<file path="src/rtl/core/sdab_pkg.sv">
// ----------------------------------------------------------------------------
// sdab_pkg
// Shared types and constants of the segmented detector addback builder.
// ----------------------------------------------------------------------------
`default_nettype none

package sdab_pkg;

  localparam int EW = 20;
  localparam int AW = 24;
  localparam int EVW = 32;
  localparam int SNW = 5;
  localparam int KW = 2;
  localparam int PW = 4;
  localparam int CFG_AW = 4;
  localparam int CFG_DW = 32;

  localparam logic [1:0] REG_HIT_THR = 2'd0;
  localparam logic [1:0] REG_VETO_THR = 2'd1;
  localparam logic [1:0] REG_MATCH_TOL = 2'd2;

  localparam logic [KW-1:0] KIND_MAIN = 2'd0;
  localparam logic [KW-1:0] KIND_VETO1 = 2'd1;
  localparam logic [KW-1:0] KIND_VETO2 = 2'd2;

  localparam logic [EW-1:0] HIT_THR_RST = 20'd480;
  localparam logic [EW-1:0] VETO_THR_RST = 20'd1600;
  localparam logic [EW-1:0] MATCH_TOL_RST = 20'd80;

  localparam logic [AW-1:0] ADD_MAX = 24'hFFFFFF;

  typedef enum logic [2:0] {
    ST_IDLE,
    ST_HIT,
    ST_SCAN,
    ST_MATCH,
    ST_EMIT
  } state_t;

endpackage

`default_nettype wire

</file>
<file path="src/rtl/core/segmented_detector_addback_builder_core.sv">
// ----------------------------------------------------------------------------
// segmented_detector_addback_builder_core
// Builds events from detector hits and emits one addback word per event.
//
// Input channel (in_*): one hit word per accepted transfer. A hit whose
// event number matches the open event is taken in the hit step. A hit that
// changes the event number, or carries final_hit, closes an event: the
// segment memory is scanned one entry per cycle, then the match and
// emit steps follow and may wait for the output register; a hit that
// both changes the event and is final closes twice.
// Output channel (out_*): a single output register holds the event word
// until the receiver takes it. While it is full and out_stall is high and
// a new event closes, the core holds in its emit step and stalls the input.
// Configuration: APB writes at 0x0, 0x4, 0x8; pready is always high.
// Reset: thresholds return to their defaults, the open event is emptied,
// the current event number becomes zero and the output register is empty.
// No clearing pass is needed; per-entry valid bits empty the memory.
// ----------------------------------------------------------------------------
`default_nettype none

module segmented_detector_addback_builder_core
  import sdab_pkg::*;
#(
  parameter int SEGMENTS = 16
) (
  input  wire logic              clk,
  input  wire logic              rst,

  input  wire logic              psel,
  input  wire logic              penable,
  input  wire logic              pwrite,
  input  wire logic [CFG_AW-1:0] paddr,
  input  wire logic [CFG_DW-1:0] pwdata,
  output logic      [CFG_DW-1:0] prdata,
  output logic                   pready,

  input  wire logic              in_valid,
  output logic                   in_stall,
  input  wire logic [EVW-1:0]    event_number,
  input  wire logic [SNW-1:0]    segment_number,
  input  wire logic [KW-1:0]     crystal_kind,
  input  wire logic [EW-1:0]     hit_energy,
  input  wire logic              final_hit,

  output logic                   out_valid,
  input  wire logic              out_stall,
  output logic      [AW-1:0]     addback_energy,
  output logic      [PW-1:0]     peak_segment,
  output logic                   vetoed,
  output logic                   accepted
);

  localparam int IW = $clog2(SEGMENTS);
  localparam int CNTW = $clog2(SEGMENTS + 1);
  localparam int RW = EW + CNTW;
  localparam int CW = (RW > AW) ? RW : AW;
  localparam logic [6:0] SEG_MAX = 7'(SEGMENTS);
  localparam logic [CNTW-1:0] SCAN_END = CNTW'(SEGMENTS);

  // configuration
  logic [EW-1:0] hit_thr;
  logic [EW-1:0] veto_thr;
  logic [EW-1:0] match_tol;
  logic          cfg_wr;

  assign pready = 1'b1;
  assign cfg_wr = psel && penable && pwrite && pready;

  always_ff @(posedge clk) begin
    if (rst) begin
      hit_thr <= HIT_THR_RST;
      veto_thr <= VETO_THR_RST;
      match_tol <= MATCH_TOL_RST;
    end else if (cfg_wr) begin
      unique case (paddr[3:2])
        REG_HIT_THR:   hit_thr <= pwdata[EW-1:0];
        REG_VETO_THR:  veto_thr <= pwdata[EW-1:0];
        REG_MATCH_TOL: match_tol <= pwdata[EW-1:0];
        default: ;
      endcase
    end
  end

  always_comb begin
    unique case (paddr[3:2])
      REG_HIT_THR:   prdata = CFG_DW'(hit_thr);
      REG_VETO_THR:  prdata = CFG_DW'(veto_thr);
      REG_MATCH_TOL: prdata = CFG_DW'(match_tol);
      default:       prdata = '0;
    endcase
  end

  // control and event state
  state_t state;
  state_t state_next;

  logic [EVW-1:0] current_event;
  logic [EVW-1:0] ev_q;
  logic [SNW-1:0] seg_q;
  logic [KW-1:0]  kind_q;
  logic [EW-1:0]  energy_q;
  logic           last_q;
  logic           hit_pend;

  logic           first_veto;
  logic           second_veto;
  logic [AW-1:0]  addback;
  logic [SEGMENTS-1:0] seg_valid;

  logic [EW-1:0]  mem [SEGMENTS];
  logic [EW-1:0]  rd_data;
  logic           rd_ok;
  logic           rd_vld;
  logic [IW-1:0]  rd_idx;

  logic [CNTW-1:0] scan_cnt;
  logic [RW-1:0]   run;
  logic [EW-1:0]   peak_e;
  logic [IW-1:0]   peak_idx;
  logic            started;
  logic            run_done;
  logic            match_ok;

  logic           in_acc;
  logic           ev_change;
  logic           mem_we;
  logic           rd_en;
  logic           emit_go;
  logic           seg_ok;
  logic [6:0]     seg_m1;
  logic [AW:0]    add_sum;
  logic [EW-1:0]  e_eff;
  logic [CW-1:0]  run_x;
  logic [CW-1:0]  add_x;
  logic [CW-1:0]  diff;
  logic [AW-1:0]  add_fin;

  assign in_acc = in_valid && !in_stall;
  assign ev_change = event_number != current_event;
  assign seg_m1 = 7'(seg_q) - 7'd1;
  assign seg_ok = (seg_q != '0) && (7'(seg_q) <= SEG_MAX);
  assign add_sum = {1'b0, addback} + (AW + 1)'(energy_q);
  assign e_eff = rd_ok ? rd_data : '0;
  assign run_x = CW'(run);
  assign add_x = CW'(addback);
  assign diff = (run_x > add_x) ? run_x - add_x : add_x - run_x;
  assign add_fin = match_ok ? addback : '0;

  // next state
  always_comb begin
    state_next = state;
    unique case (state)
      ST_IDLE:  if (in_acc) state_next = ev_change ? ST_SCAN : ST_HIT;
      ST_HIT:   state_next = last_q ? ST_SCAN : ST_IDLE;
      ST_SCAN:  if (scan_cnt == SCAN_END) state_next = ST_MATCH;
      ST_MATCH: state_next = ST_EMIT;
      ST_EMIT:  if (emit_go) state_next = hit_pend ? ST_HIT : ST_IDLE;
      default:  state_next = ST_IDLE;
    endcase
  end

  // control outputs
  always_comb begin
    in_stall = 1'b1;
    mem_we = 1'b0;
    rd_en = 1'b0;
    emit_go = 1'b0;
    unique case (state)
      ST_IDLE:  in_stall = 1'b0;
      ST_HIT:   mem_we = (kind_q == KIND_MAIN) && (energy_q > hit_thr) && seg_ok &&
                         !(energy_q > veto_thr && (kind_q == KIND_VETO1 ||
                                                   kind_q == KIND_VETO2));
      ST_SCAN:  rd_en = scan_cnt != SCAN_END;
      ST_MATCH: ;
      ST_EMIT:  emit_go = !out_valid || !out_stall;
      default:  ;
    endcase
  end

  always_ff @(posedge clk) begin
    if (rst) begin
      state <= ST_IDLE;
    end else begin
      state <= state_next;
    end
  end

  // capture the hit word
  always_ff @(posedge clk) begin
    if (in_acc) begin
      ev_q <= event_number;
      seg_q <= segment_number;
      kind_q <= crystal_kind;
      energy_q <= hit_energy;
      last_q <= final_hit;
    end
  end

  // segment memory
  always_ff @(posedge clk) begin
    if (mem_we) begin
      mem[seg_m1[IW-1:0]] <= energy_q;
    end
    if (rd_en) begin
      rd_data <= mem[scan_cnt[IW-1:0]];
    end
  end

  // event state
  always_ff @(posedge clk) begin
    if (rst) begin
      current_event <= '0;
      hit_pend <= 1'b0;
      first_veto <= 1'b0;
      second_veto <= 1'b0;
      addback <= '0;
      seg_valid <= '0;
    end else begin
      if (in_acc) begin
        hit_pend <= ev_change;
      end
      if (state == ST_HIT) begin
        if (kind_q == KIND_VETO1 && energy_q > veto_thr) begin
          first_veto <= 1'b1;
        end else if (kind_q == KIND_VETO2 && energy_q > veto_thr) begin
          second_veto <= 1'b1;
        end else if (mem_we) begin
          addback <= add_sum[AW] ? ADD_MAX : add_sum[AW-1:0];
          seg_valid[seg_m1[IW-1:0]] <= 1'b1;
        end
      end
      if (emit_go) begin
        first_veto <= 1'b0;
        second_veto <= 1'b0;
        addback <= '0;
        seg_valid <= '0;
        hit_pend <= 1'b0;
        if (hit_pend) begin
          current_event <= ev_q;
        end
      end
    end
  end

  // scan of the first contiguous run
  always_ff @(posedge clk) begin
    if (rst) begin
      rd_vld <= 1'b0;
      scan_cnt <= '0;
    end else begin
      rd_vld <= rd_en;
      if (state != ST_SCAN) begin
        scan_cnt <= '0;
      end else if (rd_en) begin
        scan_cnt <= scan_cnt + CNTW'(1);
      end
    end
  end

  always_ff @(posedge clk) begin
    if (rd_en) begin
      rd_ok <= seg_valid[scan_cnt[IW-1:0]];
      rd_idx <= scan_cnt[IW-1:0];
    end
    if (state == ST_IDLE || state == ST_HIT) begin
      run <= '0;
      peak_e <= '0;
      peak_idx <= '0;
      started <= 1'b0;
      run_done <= 1'b0;
    end else if (state == ST_SCAN && rd_vld && !run_done) begin
      if (e_eff > hit_thr) begin
        started <= 1'b1;
        run <= run + RW'(e_eff);
        if (e_eff > peak_e) begin
          peak_e <= e_eff;
          peak_idx <= rd_idx;
        end
      end else if (started) begin
        run_done <= 1'b1;
      end
    end
    if (state == ST_MATCH) begin
      match_ok <= diff <= CW'(match_tol);
    end
  end

  // output register
  always_ff @(posedge clk) begin
    if (rst) begin
      out_valid <= 1'b0;
    end else if (emit_go) begin
      out_valid <= 1'b1;
    end else if (!out_stall) begin
      out_valid <= 1'b0;
    end
  end

  always_ff @(posedge clk) begin
    if (emit_go) begin
      addback_energy <= add_fin;
      peak_segment <= PW'(peak_idx);
      vetoed <= first_veto || second_veto;
      accepted <= add_fin > AW'(hit_thr);
    end
  end

  a_rd_in_scan: assert property (@(posedge clk) disable iff (rst)
    rd_vld |-> state == ST_SCAN)
    else $error("segment read data outside scan");

  a_match_after_full_scan: assert property (@(posedge clk) disable iff (rst)
    state == ST_MATCH |-> scan_cnt == SCAN_END && $past(state) == ST_SCAN)
    else $error("match step before scan finished");

  a_clear_on_emit: assert property (@(posedge clk) disable iff (rst)
    emit_go |=> seg_valid == '0 && addback == '0 && out_valid)
    else $error("event not cleared after emit");

  a_hit_exit: assert property (@(posedge clk) disable iff (rst)
    state == ST_HIT |=> state == ST_IDLE || state == ST_SCAN)
    else $error("bad step after hit update");

  a_write_then_read: assert property (@(posedge clk) disable iff (rst)
    mem_we |=> !rd_vld)
    else $error("scan read overlaps a segment write");

endmodule

`default_nettype wire
</file>
<file path="config.mk">
export PLATFORM = sky130hd
export DESIGN_NAME = segmented_detector_addback_builder_core
export DESIGN_NICKNAME = d
export VERILOG_FILES = /design/src/rtl/core/sdab_pkg.sv /design/src/rtl/core/segmented_detector_addback_builder_core.sv
export SDC_FILE = /design/constraint.sdc
export NUM_CORES = 1
export LEC_CHECK = 0
export ABC_AREA = 1
export BUFFER_PORTS_ARGS = -buffer_cell sky130_fd_sc_hd__buf_2
export CAP_MARGIN = 25
export CORE_MARGIN = 2
export CORE_UTILIZATION = 45
export DETAILED_ROUTE_END_ITERATION = 10
export MAX_ROUTING_LAYER = met4
export SLEW_MARGIN = 20
export SYNTH_ARGS = -nofsm -noshare
export SYNTH_HDL_FRONTEND = slang
export SYNTH_SLANG_ARGS = --single-unit
export TNS_END_PERCENT = 50
</file>
<file path="constraint.sdc">
create_clock -name clk -period 5.3 [get_ports clk]
set_input_delay 0.795 -clock clk [delete_from_list [all_inputs] [get_ports clk]]
set_output_delay 0.795 -clock clk [all_outputs]
set_load 0.02 [all_outputs]
</file>
* Yosys cells after proc, flatten, opt, wreduce, memory -nomap -nowiden *
Memory sizes are Yosys's and may differ from the RTL's. A register that Yosys moved wholly into a read port is not among the register bits.
Index checks and enable logic that the tools add are counted.

storage, ports and cells
  bits in registers = 292
  memory bits (writable) = 320
  bits of input ports = 103
  output and inout bits = 65
  word-level logic and storage cells = 130
  memories kept = 1

operators by class
  $add $sub $neg = 6
  magnitude comparators = 11
  eq/ne operators = 16
  muxes and demuxes = 24
  bitwise operators = 4
  reduce and logical (&&, ||, !) cells = 38

memories
  memory  words  bits a word  rd ports  clocked after Yosys merged registers in  wr ports  line                                            source
  mem     16     20           1         1                                        1         segmented_detector_addback_builder_core.sv:110  logic [EW-1:0] mem [SEGMENTS];

operator list
  cell                   count
  $gt A20 B20 Y1         4
  $pmux W20 S3           1
  $mux W24               2
  $ne A32 B32 Y1         1
  $add A24 B20 Y25       1
  $add A25 B20 Y25       1
  $gt A25 B24 Y1         1
  $le A25 B20 Y1         1
  $mux W25               1
  $sub A24 B25 Y25       1
  $sub A25 B24 Y25       1
  $gt A24 B20 Y1         1
  $mux W20               1
  $or A16 B16 Y16        1
  $pmux W3 S5            1
  $logic_and A1 B1 Y1    13
  $reduce_and A2 Y1      6
  $reduce_and A3 Y1      4
  $mux W1                11
  $lt A4 B5 Y1 const B   2
  $mux W3                3
  $eq A3 B2 Y1 const B   2
  $ne A2 B2 Y1 const B   3
  $add A5 B1 Y5 const B  1
  22 further kinds       35

* Depth between registers and ports, before layout *
Gate-level depths: netlist of the first run.

  depth after elaboration = 8
  gate-level depth with buffers = 30
  gate-level depth less buffers = 28

* Worst setup path before layout of the first run *
OpenSTA, ideal clock, no wires.

  kind = input to register
  from = in in_valid
  to = reg hit_pend
  library setup time = 113 ps
  arrival time = 3783 ps
  required time = 5187 ps
  setup slack = 1403 ps
  stages = 5
  cell sequence = inv_1 -> nor2_1 -> o21ai_0 -> nand2_1 -> inv_1

between the ends
  longest elaborated chain between the ends = 1

RTL lines
  what                  line                                            source
  from (decl)           segmented_detector_addback_builder_core.sv:37   input wire logic in_valid,
  $logic_and A1 B1 Y1   segmented_detector_addback_builder_core.sv:138  assign in_acc = in_valid && !in_stall;
  net in_acc            segmented_detector_addback_builder_core.sv:124  logic in_acc;
  to (signal assigned)  segmented_detector_addback_builder_core.sv:220  hit_pend <= ev_change;
  to (decl)             segmented_detector_addback_builder_core.sv:103  logic hit_pend;

The timed path passes the listed nets, and every way through them passes these cells.
A chain may end at the register's enable or synchronous reset.

* Worst setup path in the final report of the first run *
  from = reg addback[22]
  to = reg match_ok, data pin

between the ends
  longest elaborated chain between the ends = 3
  elaborated cells between the ends (all ways) = 5

RTL lines
  what                                            line                                            source
  from (decl)                                     segmented_detector_addback_builder_core.sv:107  logic [AW-1:0] addback;
  from (signal assigned)                          segmented_detector_addback_builder_core.sv:228  addback <= add_sum[AW] ? ADD_MAX : add_sum[AW-1:0];
  $sub A24 B25 Y25, or another cell as far along  segmented_detector_addback_builder_core.sv:146  assign diff = (run_x > add_x) ? run_x - add_x : add_x - run_x;
  $mux W25 *                                      segmented_detector_addback_builder_core.sv:146
  $le A25 B20 Y1 *                                segmented_detector_addback_builder_core.sv:284  match_ok <= diff <= CW'(match_tol);
  to (signal assigned)                            segmented_detector_addback_builder_core.sv:284
  to (decl)                                       segmented_detector_addback_builder_core.sv:122  logic match_ok;

Mark *: on every way between the ends. The rest lies on a longest branch, timed or not.

==> out/results.tsv, run 1 <==
metric	value	unit
total number of nets in the final design	4149	
endpoint type of the worst setup path	flop	
Pins Over Slew Limit	0	
Pwr per Cell Area	410.1	mW/mm²
last weighted congestion value of the routability-driven placer	0.9807	
instance count along the most critical hold path	1	
initial standard-cell utilization of the core	45.32	%
hold violation total from the final report	0	
proportion of synthesized chip area in sequential cells	51.64	%
Worst R2R End	match_ok$_DFFE_PP_	
worst-case vdd ir drop	0.4451	mV
Main synth FF type	edfxtp_1	
register-to-register path setup slack	0.89	ns
Port Buffer Count	140	
most common cell after layout, fill and taps aside	nand2_1	
Detailed Routing Iterations Pass 1	5	
Arrival @ worst endpoint	4.76	ns
combined area of all synthesized cells	0.03295	mm²
number of DRC violations after detailed-routing iteration 0	2460	
Final Hold Slack	0.3557	ns
filler cell count in the final layout	6799	
global-route total usage across every layer	26.73	%
Critical Path Fanout Max	32	
run status	finished clean	
post-layout minimum cycle time	4.412	ns
crit start category	flop	
Setup-failing EPs final	0	
worst setup path class	flop to flop	
Site Rows	99	
startpoint of the worst register-to-register path	addback[22]$_SDFFE_PP0P_	
Critical-path top delay cell	dfxtp_1	
smallest setup slack after layout	0.8875	ns
clock buffers created by TritonCTS	70	
synthesized flop and latch total	632	
count of warnings emitted by yosys	0	
depth of the worst register-to-register path	26	
pin count of the biggest net entering global routing	87	
core area	0.07271	mm²
launch point of the worst hold path	hit_energy[15]	
max-cap violations	0	
clock transition at the registers of the reported paths	0.06	ns
Hold WC Path Type	input pin to flop	
clock latency of the later-clocked register in the worst-skew pair	0.62	ns
Tcrit/Tclk final	83.25	%
commonest non-fill, non-tap cells in the layout	nand2_1 (740), edfxtp_1 (436), inv_1 (413), nor2_1 (388), o21ai_0 (331)	
vias in the first global route	24426	
synth unique cells	52	
buffers inserted during post-CTS setup optimization	0	
Final ANT Viol Nets	0	
Die Height	274.6	µm
fraction of layout instances using a drive strength above 1	9.271	%
slew at the pin closest to its max-slew limit	1.108	ns
FF+latch area	0.01702	mm²
# DRC	0	
RSZ-0062 raised after global routing	no	
antenna violations before repair	2	
timing-limited maximum frequency	226.6	MHz
cell repeated most along the worst path	nand2_1	
CTS Sinks	632	
area delta synth->final	11.91	%
Pleak	15.26	nW
Slew headroom	26.16	%
Critical Path Max Stage Delay	0.55	ns
floorplan die width	274.6	µm
vias	26333	
post-detail-place hpwl	66.76	mm
clock skew	0.02935	ns
global route total overflow	0	
ports placed on the boundary	168	
routed via count divided by cell count	5.436	
H-tree lvl count	3	
multi-input combinational cell area	0.01376	mm²
data required time at the worst endpoint	5.65	ns
count of flip-flops with a built-in enable after synthesis	436	
Post-Place Setup Slack	0.9537	ns
Min-Delay Endpoint	energy_q[15]$_DFFE_PP_	
clock tree from TritonCTS	yes	
Avg Inst Size Synth	8.864	µm²
deepest clock path buffer count	3	
cell count after synthesis	3717	
Total Routed Length	98.32	mm
total die area	0.07540	mm²
ys async rst share	0	%
Routed WL per cell	20.30	µm
CTS hold repair buffers	0	
aggregate negative setup slack	0	ns
wire length of the first global-routing pass	147.5	mm
cell at the root of the clock tree	clkbuf_16	
cts repair resizes	0	
## critical path, delay by kind of cell, from the launching register on
family          cells  cell delay, ns
simple gates       17            1.86
fa+ha+maj           2            0.79
flops               1            0.55
buf+inv             3            0.36
compound gates      3            0.35
xor+xnor            1            0.21
## sequential cells by signal, summed over array words and instances (netlist names), 2 cells and up
| name | cells |
|---|---|
| energy_q | 20 |
| scan_cnt | 5 |
| seg_valid | 16 |
| rd_data | 20 |
| state | 3 |
| addback | 24 |
| peak_idx | 4 |
| peak_e | 20 |
| seg_q | 5 |
| match_tol | 20 |
| ev_q | 32 |
| hit_thr | 20 |
| kind_q | 2 |
| run | 25 |
| mem | 320 |
| veto_thr | 20 |
| addback_energy | 24 |
| current_event | 32 |
| rd_idx | 4 |
| peak_segment | 4 |
## final cells by class
type | count | area share [%]
repair buffers | 181 | 2.755
flip-flops and latches | 632 | 46.16
inverters | 429 | 4.381
clock buffers | 93 | 5.297
clock inverters | 33 | 0.8246
well taps | 959 | 3.254
diodes | 2 | 0.01357
multi-input cells | 2515 | 37.31
## worst max path at each step
stage	endpoint	startpoint	cells past startpoint	slack, ns
finish	match_ok$_DFFE_PP_	addback[22]$_SDFFE_PP0P_	26	0.89
global route	match_ok$_DFFE_PP_	addback[22]$_SDFFE_PP0P_	26	0.44
global placement	match_ok$_DFFE_PP_	addback[22]$_SDFFE_PP0P_	26	1.02
CTS	match_ok$_DFFE_PP_	addback[22]$_SDFFE_PP0P_	26	0.92
floorplan	hit_pend$_SDFFE_PP0P_	in_valid	5	1.40
detailed placement	match_ok$_DFFE_PP_	addback[22]$_SDFFE_PP0P_	26	0.95
## power breakdown
part	switching, W	internal [W]
Clock	0.00201	0.00276
Sequential	0.000321	0.00563
Combinational	0.00297	0.00144
Total	0.00529	0.00983
## through the flow
| step | cells | instance area, µm² | util (%) | power (W) |
|---|---|---|---|---|
| 6_report | 4844 | 36870 | 50.71 | 0.01512 |
| 5_1_grt | 4844 | 36870 | 50.71 | 0.01600 |
| 4_1_cts | 4841 | 36850 | 50.68 | 0.01514 |
| 3_5_place_dp | 4715 | 34600 | 47.58 | 0.01038 |
| 3_3_place_gp | 4715 | 34600 | 47.58 | 0.01035 |
| 2_1_floorplan | 3728 | 32990 | - | 0.009128 |
## logic make-up (layout without fill, tap and decap cells)
family	count (synthesis)	count (layout)	synth area share, %
simple gates	1412	1412	17.87
flops	632	632	51.64
xor+xnor	80	80	2.127
compound gates	793	793	13.05
other cells	2	15	0.02279
buf+inv	581	736	6.953
fa+ha+maj	217	217	8.331
## per-layer routing
metal / track usage [%] / vias to the layer above / share of wire (%)
li1: - / 12810 / -
met1: 37.46 / 12501 / 45
met2: 41.12 / 874 / 45
met3: 3.334 / 148 / 7.0
met4: 6.851 / 0 / 2.3
met5: - / - / 0
## Yosys cell counts (18+ instances only)
master / count / share of area, %
nand2_1: 740 / 8.4
edfxtp_1: 436 / 40
inv_1: 415 / 4.7
nor2_1: 410 / 4.7
o21ai_0: 331 / 5.0
a21oi_1: 284 / 4.3
ha_1: 213 / 8.1
dfxtp_1: 196 / 12
nand3_1: 108 / 1.6
clkbuf_1: 106 / 1.2
o22ai_1: 80 / 1.5
nand4_1: 74 / 1.4
xnor2_1: 42 / 1.1
xor2_1: 38 / 1.0
o221ai_1: 20 / 0.53
buf_2: 18 / 0.27
buf_4: 18 / 0.41
Note: power is estimated with default switching activity, not from simulation.
==> inputs of run 2 (changes only) <==
- clock period: 5.3 -> 3.7 ns (I/O delays scaled with it)
==> run 2 against run 1 <==
Final cell count increased by 3.2%; combinational power increased by 66%; first-iteration DRC count grew 6.4%; highest routed layer unchanged.
==> out/results.tsv, run 2 (synthesized netlist as in run 1, its figures left out) <==
metric	value	unit	change
timing-limited maximum frequency	285.0	MHz	+26%
endpoint type of the worst setup path	flop		
Internal Pwr Total	0.01472	W	+50%
startpoint of the worst register-to-register path	addback[21]$_SDFFE_PP0P_		
clock latency of the later-clocked register in the worst-skew pair	0.63	ns	about the same
last weighted congestion value of the routability-driven placer	0.9609		-2.0%
Port Buffer Count	140		unchanged
data required time at the worst endpoint	4.04	ns	-1.61 ns
number of standard cells in the layout, taps in and fillers out	5000		+3.2%
worst-case vdd ir drop	0.4803	mV	+7.9%
crit start category	flop		
pin count of the biggest net entering global routing	172		+98%
Min-Delay Endpoint	energy_q[11]$_DFFE_PP_		
H-tree lvl count	3		unchanged
antenna violations before repair	3		+1
CP Cell Sequence	inv_2, ha_4, inv_1, nor3_2, nand2_1, nor2_1, nand2_2, nand3_4, nand2_4, o21ai_2, xor2_1, inv_1, ha_4, nand2_1, nor2_4, nand2_1, o211ai_1, nand2_1, nand2_1, nand2_1, nand2_1, a21oi_1, nor2_1, nor2_2		
portion of total power attributed to combinational logic	32.3	%	+3.2 points
launch point of the worst hold path	hit_energy[11]		
register-to-register path setup slack	0.19	ns	-0.70 ns
total number of nets in the final design	4305		+3.8%
vias in the first global route	25117		+2.8%
switching pwr	0.007909	W	+49%
Final Hold Slack	0.09914	ns	-0.2566 ns
Site Rows	99		unchanged
RSZ-0062 raised after global routing	yes		
initial standard-cell utilization of the core	45.32	%	unchanged
most common cell after layout, fill and taps aside	nand2_1		
# DRC	0		unchanged
deepest clock path buffer count	3		unchanged
Worst R2R End	match_ok$_DFFE_PP_		
core area	0.07271	mm²	unchanged
Critical Path Fanout Max	5		-84%
Die Height	274.6	µm	unchanged
Arrival @ worst endpoint	3.85	ns	-0.91 ns
number of DRC violations after detailed-routing iteration 0	2617		+6.4%
total die area	0.07540	mm²	unchanged
cell total after placement	4857		+3.0%
Setup-failing EPs final	0		unchanged
worst setup path class	flop to flop		
Final ANT Viol Nets	0		unchanged
Clock Power Share	30.8	%	-0.7 points
area delta synth->final	17.78	%	
CTS Sinks	632		unchanged
ports placed on the boundary	168		unchanged
aggregate negative setup slack	0	ns	unchanged
hold violation total from the final report	0		unchanged
post-layout minimum cycle time	3.509	ns	-0.9036 ns
cell at the root of the clock tree	clkbuf_16		
instance count along the most critical hold path	1		unchanged
Hold WC Path Type	input pin to flop		
max FFs per register	320		unchanged
max-cap violations	0		unchanged
Routed WL per cell	20.52	µm	+1.1%
clock transition at the registers of the reported paths	0.06	ns	about the same
Pwr per Cell Area	583.1	mW/mm²	+42%
clock skew	0.04520	ns	+0.01585 ns
vias	27021		+2.6%
Seq pwr share	36.9	%	-2.5 points
run status	finished clean		
Detailed Routing Iterations Pass 1	7		+2
switching part of the total power	34.95	%	-0.067 points
clock buffers created by TritonCTS	71		+1.4%
slew at the pin closest to its max-slew limit	1.084	ns	-0.02408 ns
Critical Path Max Stage Delay	0.33	ns	-0.22 ns
floorplan die width	274.6	µm	unchanged
Total Routed Length	102.6	mm	+4.4%
routed via count divided by cell count	5.404		-0.59%
Tcrit/Tclk final	94.84	%	+12 points
commonest non-fill, non-tap cells in the layout	nand2_1 (719), edfxtp_1 (436), inv_1 (393), nor2_1 (382), o21ai_0 (331)		
global route total overflow	0		unchanged
Critical-path top delay cell	dfxtp_2		
Pleak	16.15	nW	+5.8%
clock tree from TritonCTS	yes		
depth of the worst register-to-register path	24		-7.7%
wire length of the first global-routing pass	151.2	mm	+2.5%
fraction of layout instances using a drive strength above 1	15.42	%	+6.1 points
cell repeated most along the worst path	nand2_1		
Pins Over Slew Limit	0		unchanged
post-detail-place hpwl	71.83	mm	+7.6%
Slew headroom	27.76	%	+1.6 points
CTS hold repair buffers	0		unchanged
global-route total usage across every layer	27.61	%	+0.88 points
## run 2: layout make-up
class | count | area, µm²
Timing Repair Buffer | 334 | 2333
Clock inverter | 31 | 345.3
Sequential cell | 632 | 17050
Tap cell | 959 | 1200
Multi-Input combinational cell | 2517 | 14300
Inverter | 429 | 1620
Fill cell | 6696 | 33900
Antenna cell | 1 | 2.502
Clock buffer | 97 | 1956
## run 2: per-stage QoR
step,setup slack (ns),power [W],area [µm²],utilization [%]
2_1_floorplan,0.1498,0.01307,32990,-
3_3_place_gp,0.07972,0.01509,35830,49.28
3_5_place_dp,0.01034,0.01516,35830,49.28
4_1_cts,0.01662,0.02217,38150,52.47
5_1_grt,-0.06049,0.02388,38810,53.37
6_report,0.1911,0.02263,38810,53.37
## run 2: worst max path at each step
stage	slack, ns	cells after the start	endpoint	start
2_1_floorplan	0.15	11	mem[7][0]$_DFFE_PP_	energy_q[15]$_DFFE_PP_
3_3_place_gp	0.08	27	match_ok$_DFFE_PP_	addback[8]$_SDFFE_PP0P_
3_5_place_dp	0.01	27	match_ok$_DFFE_PP_	addback[8]$_SDFFE_PP0P_
4_1_cts	0.02	27	match_ok$_DFFE_PP_	addback[8]$_SDFFE_PP0P_
5_1_grt	-0.06	26	match_ok$_DFFE_PP_	addback[20]$_SDFFE_PP0P_
6_report	0.19	24	match_ok$_DFFE_PP_	addback[21]$_SDFFE_PP0P_
## run 2: power by group through the flow
stage	registers, W	clock network (W)	logic [W]
3_5_place_dp	0.00848	0	0.00668
4_1_cts	0.00833	0.00706	0.00678
2_1_floorplan	0.00840	0	0.00467
6_report	0.00834	0.00697	0.00732
5_1_grt	0.00836	0.00733	0.00819
3_3_place_gp	0.00847	0	0.00662
## run 2: worst max-delay path, delay by kind of cell (launching register included)
family | cells | cell delay (ns)
DFF | 1 | 0.33
buffers and inverters | 3 | 0.22
adders and majority gates | 2 | 0.56
xor gates and xnor gates | 1 | 0.21
and+or+nand+nor | 15 | 1.54
AOI/OAI and AO/OA | 3 | 0.37
## run 2: what timing repair did
action                                  CTS  global route
gates resized for setup                   1           136
pin swaps                                 1            46
buffers inserted                          0            11
cloned                                    2             0
endpoints found under the setup margin    1             1
## run 2: metal layers
layer,GRT usage (%),vias to the layer above,routed length [µm]
li1,-,13133,-
met1,37.92,12811,45490
met2,42.54,915,46920
met3,4.251,162,7638
met4,7.566,0,2565
met5,-,-,0
